**config.mk**
```make
export PLATFORM = sky130hd
export DESIGN_NAME = gvn_normal_unit
export DESIGN_NICKNAME = d
export VERILOG_FILES = /design/src/hdl/gvn_pkg.sv /design/src/hdl/gvn_normal_unit.sv
export SDC_FILE = /design/constraint.sdc
export NUM_CORES = 2
export LEC_CHECK = 0
export BUFFER_PORTS_ARGS = -buffer_cell sky130_fd_sc_hd__buf_2
export CORE_ASPECT_RATIO = 1.2
export CORE_MARGIN = 8
export CORE_UTILIZATION = 60
export CTS_CLUSTER_SIZE = 12
export DETAILED_ROUTE_END_ITERATION = 16
export PLACE_DENSITY = 0.78
export SLEW_MARGIN = 20
export SYNTH_ARGS = -nofsm -noshare
export SYNTH_HDL_FRONTEND = slang
export SYNTH_SLANG_ARGS = --single-unit
export TNS_END_PERCENT = 30
```
**constraint.sdc**
```tcl
create_clock -name i_clk -period 11.4 [get_ports i_clk]
set_input_delay 1.14 -clock i_clk [delete_from_list [all_inputs] [get_ports i_clk]]
set_output_delay 1.14 -clock i_clk [all_outputs]
set_load 0.02 [all_outputs]
```
**src/hdl/gvn_pkg.sv**
```systemverilog
// Shared constants, types and helpers for the grid vertex normal stream.
package gvn_pkg;

    localparam int MAX_COLUMNS = 1024;
    localparam int MAX_ROWS    = 1024;
    localparam int COL_W       = $clog2(MAX_COLUMNS);
    localparam int ROW_W       = $clog2(MAX_ROWS);
    localparam int ADDR_W      = COL_W + 2;
    localparam int MEM_DEPTH   = 3 * MAX_COLUMNS;
    localparam int CFG_W       = 11;
    localparam int POS_W       = 48;
    localparam int NRM_W       = 16;
    localparam int VIDX_W      = 20;

    // Register indexes of the configuration port
    localparam logic REG_COLUMNS = 1'b0;
    localparam logic REG_ROWS    = 1'b1;

    typedef logic [POS_W-1:0] t_pos;

    // Four neighbour positions handed to the normal unit
    typedef struct packed {
        t_pos bot;
        t_pos top;
        t_pos rgt;
        t_pos lft;
    } t_nrm_req;

    // Finished normal
    typedef struct packed {
        logic signed [NRM_W-1:0] nx;
        logic signed [NRM_W-1:0] ny;
        logic signed [NRM_W-1:0] nz;
        logic                    degenerate;
    } t_nrm_res;

    // Add two row slots modulo three
    function automatic logic [1:0] mod3_add(input logic [1:0] s, input logic [1:0] k);
        logic [2:0] t;
        t = {1'b0, s} + {1'b0, k};
        if (t >= 3'd3) begin
            t = t - 3'd3;
        end
        return t[1:0];
    endfunction

endpackage

```
**src/hdl/gvn_normal_unit.sv**
```systemverilog
// Cross product, normalising shift, square root and division for one normal.
module gvn_normal_unit (
    input  logic              i_clk,
    input  logic              i_rst_n,
    input  logic              i_start,
    input  gvn_pkg::t_nrm_req i_req,
    output logic              o_done,
    output gvn_pkg::t_nrm_res o_res
);

    typedef enum logic [2:0] {
        S_IDLE, S_MUL, S_MAG, S_NORM, S_SQ, S_SQRT, S_DVINIT, S_DIV
    } t_state;

    t_state                   r_state;
    logic                     r_done;
    logic signed [16:0]       r_a [3];
    logic signed [16:0]       r_b [3];
    logic [2:0]               r_k;
    logic signed [33:0]       r_prod;
    logic signed [34:0]       r_n [3];
    logic                     r_neg [3];
    logic [34:0]              r_mag [3];
    logic [41:0]              r_sq;
    logic [43:0]              r_l;
    logic [59:0]              r_rad;
    logic [30:0]              r_rem;
    logic [29:0]              r_root;
    logic [4:0]               r_cnt;
    logic [43:0]              r_num;
    logic [43:0]              r_div;
    logic [13:0]              r_q;
    logic [1:0]               r_j;
    logic signed [15:0]       r_nrm [3];
    logic                     r_degen;

    logic signed [16:0]       w_opa;
    logic signed [16:0]       w_opb;
    logic [2:0]               w_p;
    logic [34:0]              w_max;
    logic [34:0]              w_abs [3];
    logic [32:0]              w_rem2;
    logic [32:0]              w_trial;
    logic                     w_ge;
    logic [15:0]              w_qv;

    // Pick multiplier operands for each partial product
    always_comb begin
        unique case (r_k)
            3'd0: begin w_opa = r_a[1]; w_opb = r_b[2]; end
            3'd1: begin w_opa = r_a[2]; w_opb = r_b[1]; end
            3'd2: begin w_opa = r_a[2]; w_opb = r_b[0]; end
            3'd3: begin w_opa = r_a[0]; w_opb = r_b[2]; end
            3'd4: begin w_opa = r_a[0]; w_opb = r_b[1]; end
            3'd5: begin w_opa = r_a[1]; w_opb = r_b[0]; end
            default: begin w_opa = r_a[0]; w_opb = r_b[0]; end
        endcase
    end

    assign w_p = r_k - 3'd1;

    // Magnitudes and their maximum
    always_comb begin
        for (int i = 0; i < 3; i++) begin
            w_abs[i] = r_n[i][34] ? 35'(-r_n[i]) : 35'(r_n[i]);
        end
        w_max = r_mag[0];
        if (r_mag[1] > w_max) begin
            w_max = r_mag[1];
        end
        if (r_mag[2] > w_max) begin
            w_max = r_mag[2];
        end
    end

    // One square-root digit
    assign w_rem2  = {r_rem, r_rad[59:58]};
    assign w_trial = {1'b0, r_root, 2'b01};

    // One quotient bit
    assign w_ge = (r_num >= r_div);
    assign w_qv = {1'b0, r_q, w_ge};

    always_ff @(posedge i_clk) begin
        if (!i_rst_n) begin
            r_state <= S_IDLE;
            r_done  <= 1'b0;
        end else begin
            r_done <= 1'b0;
            unique case (r_state)
                S_IDLE: begin
                    if (i_start) begin
                        r_a[0] <= 17'($signed(i_req.bot[15:0]))  - 17'($signed(i_req.top[15:0]));
                        r_a[1] <= 17'($signed(i_req.bot[31:16])) - 17'($signed(i_req.top[31:16]));
                        r_a[2] <= 17'($signed(i_req.bot[47:32])) - 17'($signed(i_req.top[47:32]));
                        r_b[0] <= 17'($signed(i_req.rgt[15:0]))  - 17'($signed(i_req.lft[15:0]));
                        r_b[1] <= 17'($signed(i_req.rgt[31:16])) - 17'($signed(i_req.lft[31:16]));
                        r_b[2] <= 17'($signed(i_req.rgt[47:32])) - 17'($signed(i_req.lft[47:32]));
                        r_k     <= 3'd0;
                        r_state <= S_MUL;
                    end
                end
                // Six products through one multiplier, each combined in the next cycle
                S_MUL: begin
                    if (r_k != 3'd6) begin
                        r_prod <= w_opa * w_opb;
                    end
                    if (r_k != 3'd0) begin
                        if (!w_p[0]) begin
                            r_n[w_p[2:1]] <= 35'(r_prod);
                        end else begin
                            r_n[w_p[2:1]] <= r_n[w_p[2:1]] - 35'(r_prod);
                        end
                    end
                    if (r_k == 3'd6) begin
                        r_state <= S_MAG;
                    end
                    r_k <= r_k + 3'd1;
                end
                // Split into sign and magnitude; catch the zero vector
                S_MAG: begin
                    for (int i = 0; i < 3; i++) begin
                        r_neg[i] <= r_n[i][34];
                        r_mag[i] <= w_abs[i];
                    end
                    if ((r_n[0] == '0) && (r_n[1] == '0) && (r_n[2] == '0)) begin
                        for (int i = 0; i < 3; i++) begin
                            r_nrm[i] <= '0;
                        end
                        r_degen <= 1'b1;
                        r_done  <= 1'b1;
                        r_state <= S_IDLE;
                    end else begin
                        r_degen <= 1'b0;
                        r_state <= S_NORM;
                    end
                end
                // Shift one bit a cycle until the largest lies in [2^20, 2^21)
                S_NORM: begin
                    if (w_max[34:21] != '0) begin
                        for (int i = 0; i < 3; i++) begin
                            r_mag[i] <= r_mag[i] >> 1;
                        end
                    end else if (!w_max[20]) begin
                        for (int i = 0; i < 3; i++) begin
                            r_mag[i] <= r_mag[i] << 1;
                        end
                    end else begin
                        r_k     <= 3'd0;
                        r_l     <= '0;
                        r_state <= S_SQ;
                    end
                end
                // Sum of squares, one square a cycle
                S_SQ: begin
                    if (r_k != 3'd3) begin
                        r_sq <= r_mag[r_k[1:0]][20:0] * r_mag[r_k[1:0]][20:0];
                    end
                    if (r_k != 3'd0) begin
                        r_l <= r_l + 44'(r_sq);
                    end
                    if (r_k == 3'd3) begin
                        r_rad   <= {r_l + 44'(r_sq), 16'd0};
                        r_rem   <= '0;
                        r_root  <= '0;
                        r_cnt   <= '0;
                        r_state <= S_SQRT;
                    end
                    r_k <= r_k + 3'd1;
                end
                // Restoring square root, one result bit a cycle
                S_SQRT: begin
                    if (w_rem2 >= w_trial) begin
                        r_rem  <= 31'(w_rem2 - w_trial);
                        r_root <= {r_root[28:0], 1'b1};
                    end else begin
                        r_rem  <= w_rem2[30:0];
                        r_root <= {r_root[28:0], 1'b0};
                    end
                    r_rad <= r_rad << 2;
                    r_cnt <= r_cnt + 5'd1;
                    if (r_cnt == 5'd29) begin
                        r_j     <= 2'd0;
                        r_state <= S_DVINIT;
                    end
                end
                // Load the rounded numerator for one component
                S_DVINIT: begin
                    r_num   <= {1'b0, r_mag[r_j][20:0], 22'd0} + 44'(r_root >> 1);
                    r_div   <= {r_root, 14'd0};
                    r_q     <= '0;
                    r_cnt   <= 5'd14;
                    r_state <= S_DIV;
                end
                // Long division, one quotient bit a cycle
                S_DIV: begin
                    if (w_ge) begin
                        r_num <= r_num - r_div;
                    end
                    r_div <= r_div >> 1;
                    r_q   <= {r_q[12:0], w_ge};
                    r_cnt <= r_cnt - 5'd1;
                    if (r_cnt == 5'd0) begin
                        r_nrm[r_j] <= r_neg[r_j] ? $signed(-w_qv) : $signed(w_qv);
                        if (r_j == 2'd2) begin
                            r_done  <= 1'b1;
                            r_state <= S_IDLE;
                        end else begin
                            r_j     <= r_j + 2'd1;
                            r_state <= S_DVINIT;
                        end
                    end
                end
                default: r_state <= S_IDLE;
            endcase
        end
    end

    assign o_done         = r_done;
    assign o_res.nx       = r_nrm[0];
    assign o_res.ny       = r_nrm[1];
    assign o_res.nz       = r_nrm[2];
    assign o_res.degenerate = r_degen;

endmodule
```
==> impl_metrics.yaml <==
clocking:
  cts_tree: "yes"
  clock_path_buffers: 3
  cts.sinks: 743
  clk_latency_ns: 0.70
  htree_levels: 3
  cts_resized: 0
  cts_hold_buf: 0
  numCtsBuffers: 81
  path_clk_slew_ns: 0.07
  root_buffer: "clkbuf_16"
  post_cts_buffers: 0
logic_synthesis:
  synthDistinctLibCells: 88
  synth_warnings: 0
  ys_seq_elements: 743
  ys_seq_area_share_pct: 32.08
  syn-cell-area_um2: 69310
  synth_flop_cell: "edfxtp_1"
  synth_nets: 8573
  ys_async_sr_fraction_pct: 0
  synth-edff-count: 735
  syn_inst: 7190
  syn_area_per_cell_um2: 9.639
sta:
  rsz0062_at_grt: "false"
  finalSetupTns_ns: 0
  report.final.setup_viol: 0
  worstMarginPinSlew_ns: 1.155
  skew_ns: 0.04157
  max_freq_mhz: 108.6
  post-route-min-period_ns: 9.211
  min_period_over_period_pct: 80.80
  report.final.slew_viol_count: 0
  maxSlewHeadroom_pct: 22.98
  hold_violations: 0
routing:
  drc: 0
  vias: 52730
  detail-route-antenna-nets: 0
  routedWlPerCell_um: 20.30
  first_iter_violations: 4086
  wirelength_um: 181700
  dr.pass1.iters: 6
  routed_via_density: 5.890
floorplanning:
  io_pins: 245
  die_x_um: 326.3
  die_y_um: 388.3
  placeableCoreArea_um2: 114500
  start_util_pct: 60.52
  rows: 136
  die_area_um2: 126700
critical_path:
  worstPathMaxFanout: 17
  crit_path_top_delay_cell: "a21oi_1"
  cp-start-kind: "flip-flop"
  critPathArrivalTime_ns: 9.64
  required_ns: 11.83
  crit_top_cell: "fa_1"
  cpPeakStageDelay_ns: 0.89
  worst_setup_path_end_kind: "flip-flop"
  path_class: "flip-flop to flip-flop"
grt:
  grt_pass1_vias: 54880
  grt_overflow: 0
  grt_util_all_layers_pct: 28.48
  antenna_found_initial: 3
  grt_pass1_wl_um: 289800
  grt_max_degree: 130
final_layout:
  multi_input_area_um2: 42150
  final_net_count: 8753
  area_growth_pct: 8.052
  stdcell_area_um2: 74890
  regArea_um2: 22230
  fill_cells: 8997
  final_core_util_pct: 65.39
  drive_gt1_share_pct: 7.172
min_path:
  min_path_type: "flip-flop to flip-flop"
placement:
  dp_hpwl_um: 143400
  place_area_um2: 72200
  portBuffers: 244
  gp_congestion: 0.9910
job:
  cap_violations: 0
outcome:
  status: "complete, no violations"
state kept, by name, indices dropped and copies added (netlist names), named ones only:
name     count
r_degen      1
r_n        140
r_rad       44
r_j          2
r_cnt        5
r_nrm       48
r_neg        3
r_mag      105
o_done       1
r_b         51
r_div       44
r_k          3
r_l         44
r_root      30
r_state      3
r_a         51
r_sq        41
r_rem       31
r_q         14
r_num       44
r_prod      34
cell families (layout without fill, tap and decap cells):
group | count (synthesis) | in the layout | share of synthesized area, %
AO/OA/AOI/OAI | 1398 | 1398 | 12.21
XOR/XNOR | 388 | 388 | 4.903
adder cells (fa/ha/maj) | 1188 | 1188 | 28.11
buffers and inverters | 1335 | 1577 | 7.367
flip-flops | 743 | 743 | 32.08
multiplexers | 155 | 155 | 2.876
other | 0 | 2 | 0
AND/OR/NAND/NOR | 1983 | 1983 | 12.45
worst paths after layout:
check                    end  depth (start not counted)  startpoint  slack, ns
hold reg to reg    r_rad[56]                          2   r_rad[54]       0.52
setup / recovery  r_prod[33]                         26      r_k[0]       2.19
setup reg to reg  r_prod[33]                         26      r_k[0]       2.19
hold / removal     r_rad[56]                          2   r_rad[54]       0.52
final cells by class:
class,count,share of cell area (%)
multi-input combinational,5112,56.29
sequential,743,29.69
timing repair buffer,317,2.379
clock inverter,38,0.5831
clock buffer,107,2.932
inverter,1115,5.589
antenna,2,0.006683
tap,1518,2.536
through the flow:
step | worst slack (ns) | cells | hold WS (ns)
floorplan | 2.731 | 7190 | 0.4244
CTS | 2.197 | 8949 | 0.5248
finish | 2.189 | 8952 | 0.5208
global route | 1.636 | 8951 | 0.5513
global placement | 2.351 | 8804 | 0.5089
detailed placement | 2.179 | 8804 | 0.5145
critical path, delay by kind of cell (launching register included):
kind                     cells  cell delay [ns]
XOR/XNOR                     1             0.08
AND/OR/NAND/NOR              3             1.36
adder cells (fa/ha/maj)      9             3.91
buffers and inverters        3             0.17
flip-flops                   1             0.60
AO/OA/AOI/OAI               10             2.86
synthesized netlist by cell type (all sizes together), types with 8 or more instances:
cell | instances | area share, %
mux2i | 117 | 1.7
or4 | 17 | 0.19
nor4 | 26 | 0.27
buf | 56 | 0.44
nand3 | 69 | 0.50
a21oi | 421 | 3.1
inv | 1113 | 6.0
o211ai | 17 | 0.18
o21ai | 450 | 3.2
nor2b | 76 | 0.69
nand2b | 53 | 0.48
and2 | 31 | 0.28
o31a | 8 | 0.10
o31ai | 45 | 0.49
nand2 | 718 | 3.9
xor2 | 182 | 2.3
a21boi | 32 | 0.35
or3 | 36 | 0.34
o41ai | 24 | 0.31
o22ai | 8 | 0.072
edfxtp | 735 | 32
o21a | 57 | 0.62
nand3b | 10 | 0.11
xnor2 | 206 | 2.6
o21bai | 27 | 0.29
a211oi | 35 | 0.38
nand4 | 35 | 0.32
clkbuf | 164 | 0.89
nor2 | 768 | 4.2
mux4 | 35 | 1.1
a31o | 11 | 0.14
nor3 | 72 | 0.52
ha | 573 | 10
and3 | 38 | 0.35
fa | 615 | 18
a31oi | 23 | 0.21
dfxtp | 8 | 0.23
a22oi | 35 | 0.38
o2111ai | 8 | 0.10
or2 | 15 | 0.14
a21o | 144 | 1.6
cells in the final DEF, fill, tap and decap left out, types with 44 or more instances in the layout:
cell,netlist,final
a21oi_1,419,414
ha_1,573,573
nor2_1,767,766
xor2_1,182,181
xnor2_1,206,206
buf_2,13,244
nor2b_1,76,75
o21a_1,57,57
o21ai_0,422,421
nand2b_1,53,53
buf_4,21,72
edfxtp_1,735,735
a21o_1,144,144
o31ai_1,44,44
nor3_1,72,70
nand3_1,69,68
clkbuf_16,0,82
fa_1,615,615
nand2_1,718,717
inv_1,1109,1109
mux2i_1,117,115
per-layer routing:
metal	up-vias	wire length (um)	GRT usage (%)
li1	24500	-	-
met1	25640	67150	32.60
met2	1997	90970	50.31
met4	0	13020	17.82
met3	595	10570	3.738
met5	-	0	0
Power is not shown: default switching activity piles up to over one toggle a cycle in this logic, so the estimate is an artifact.
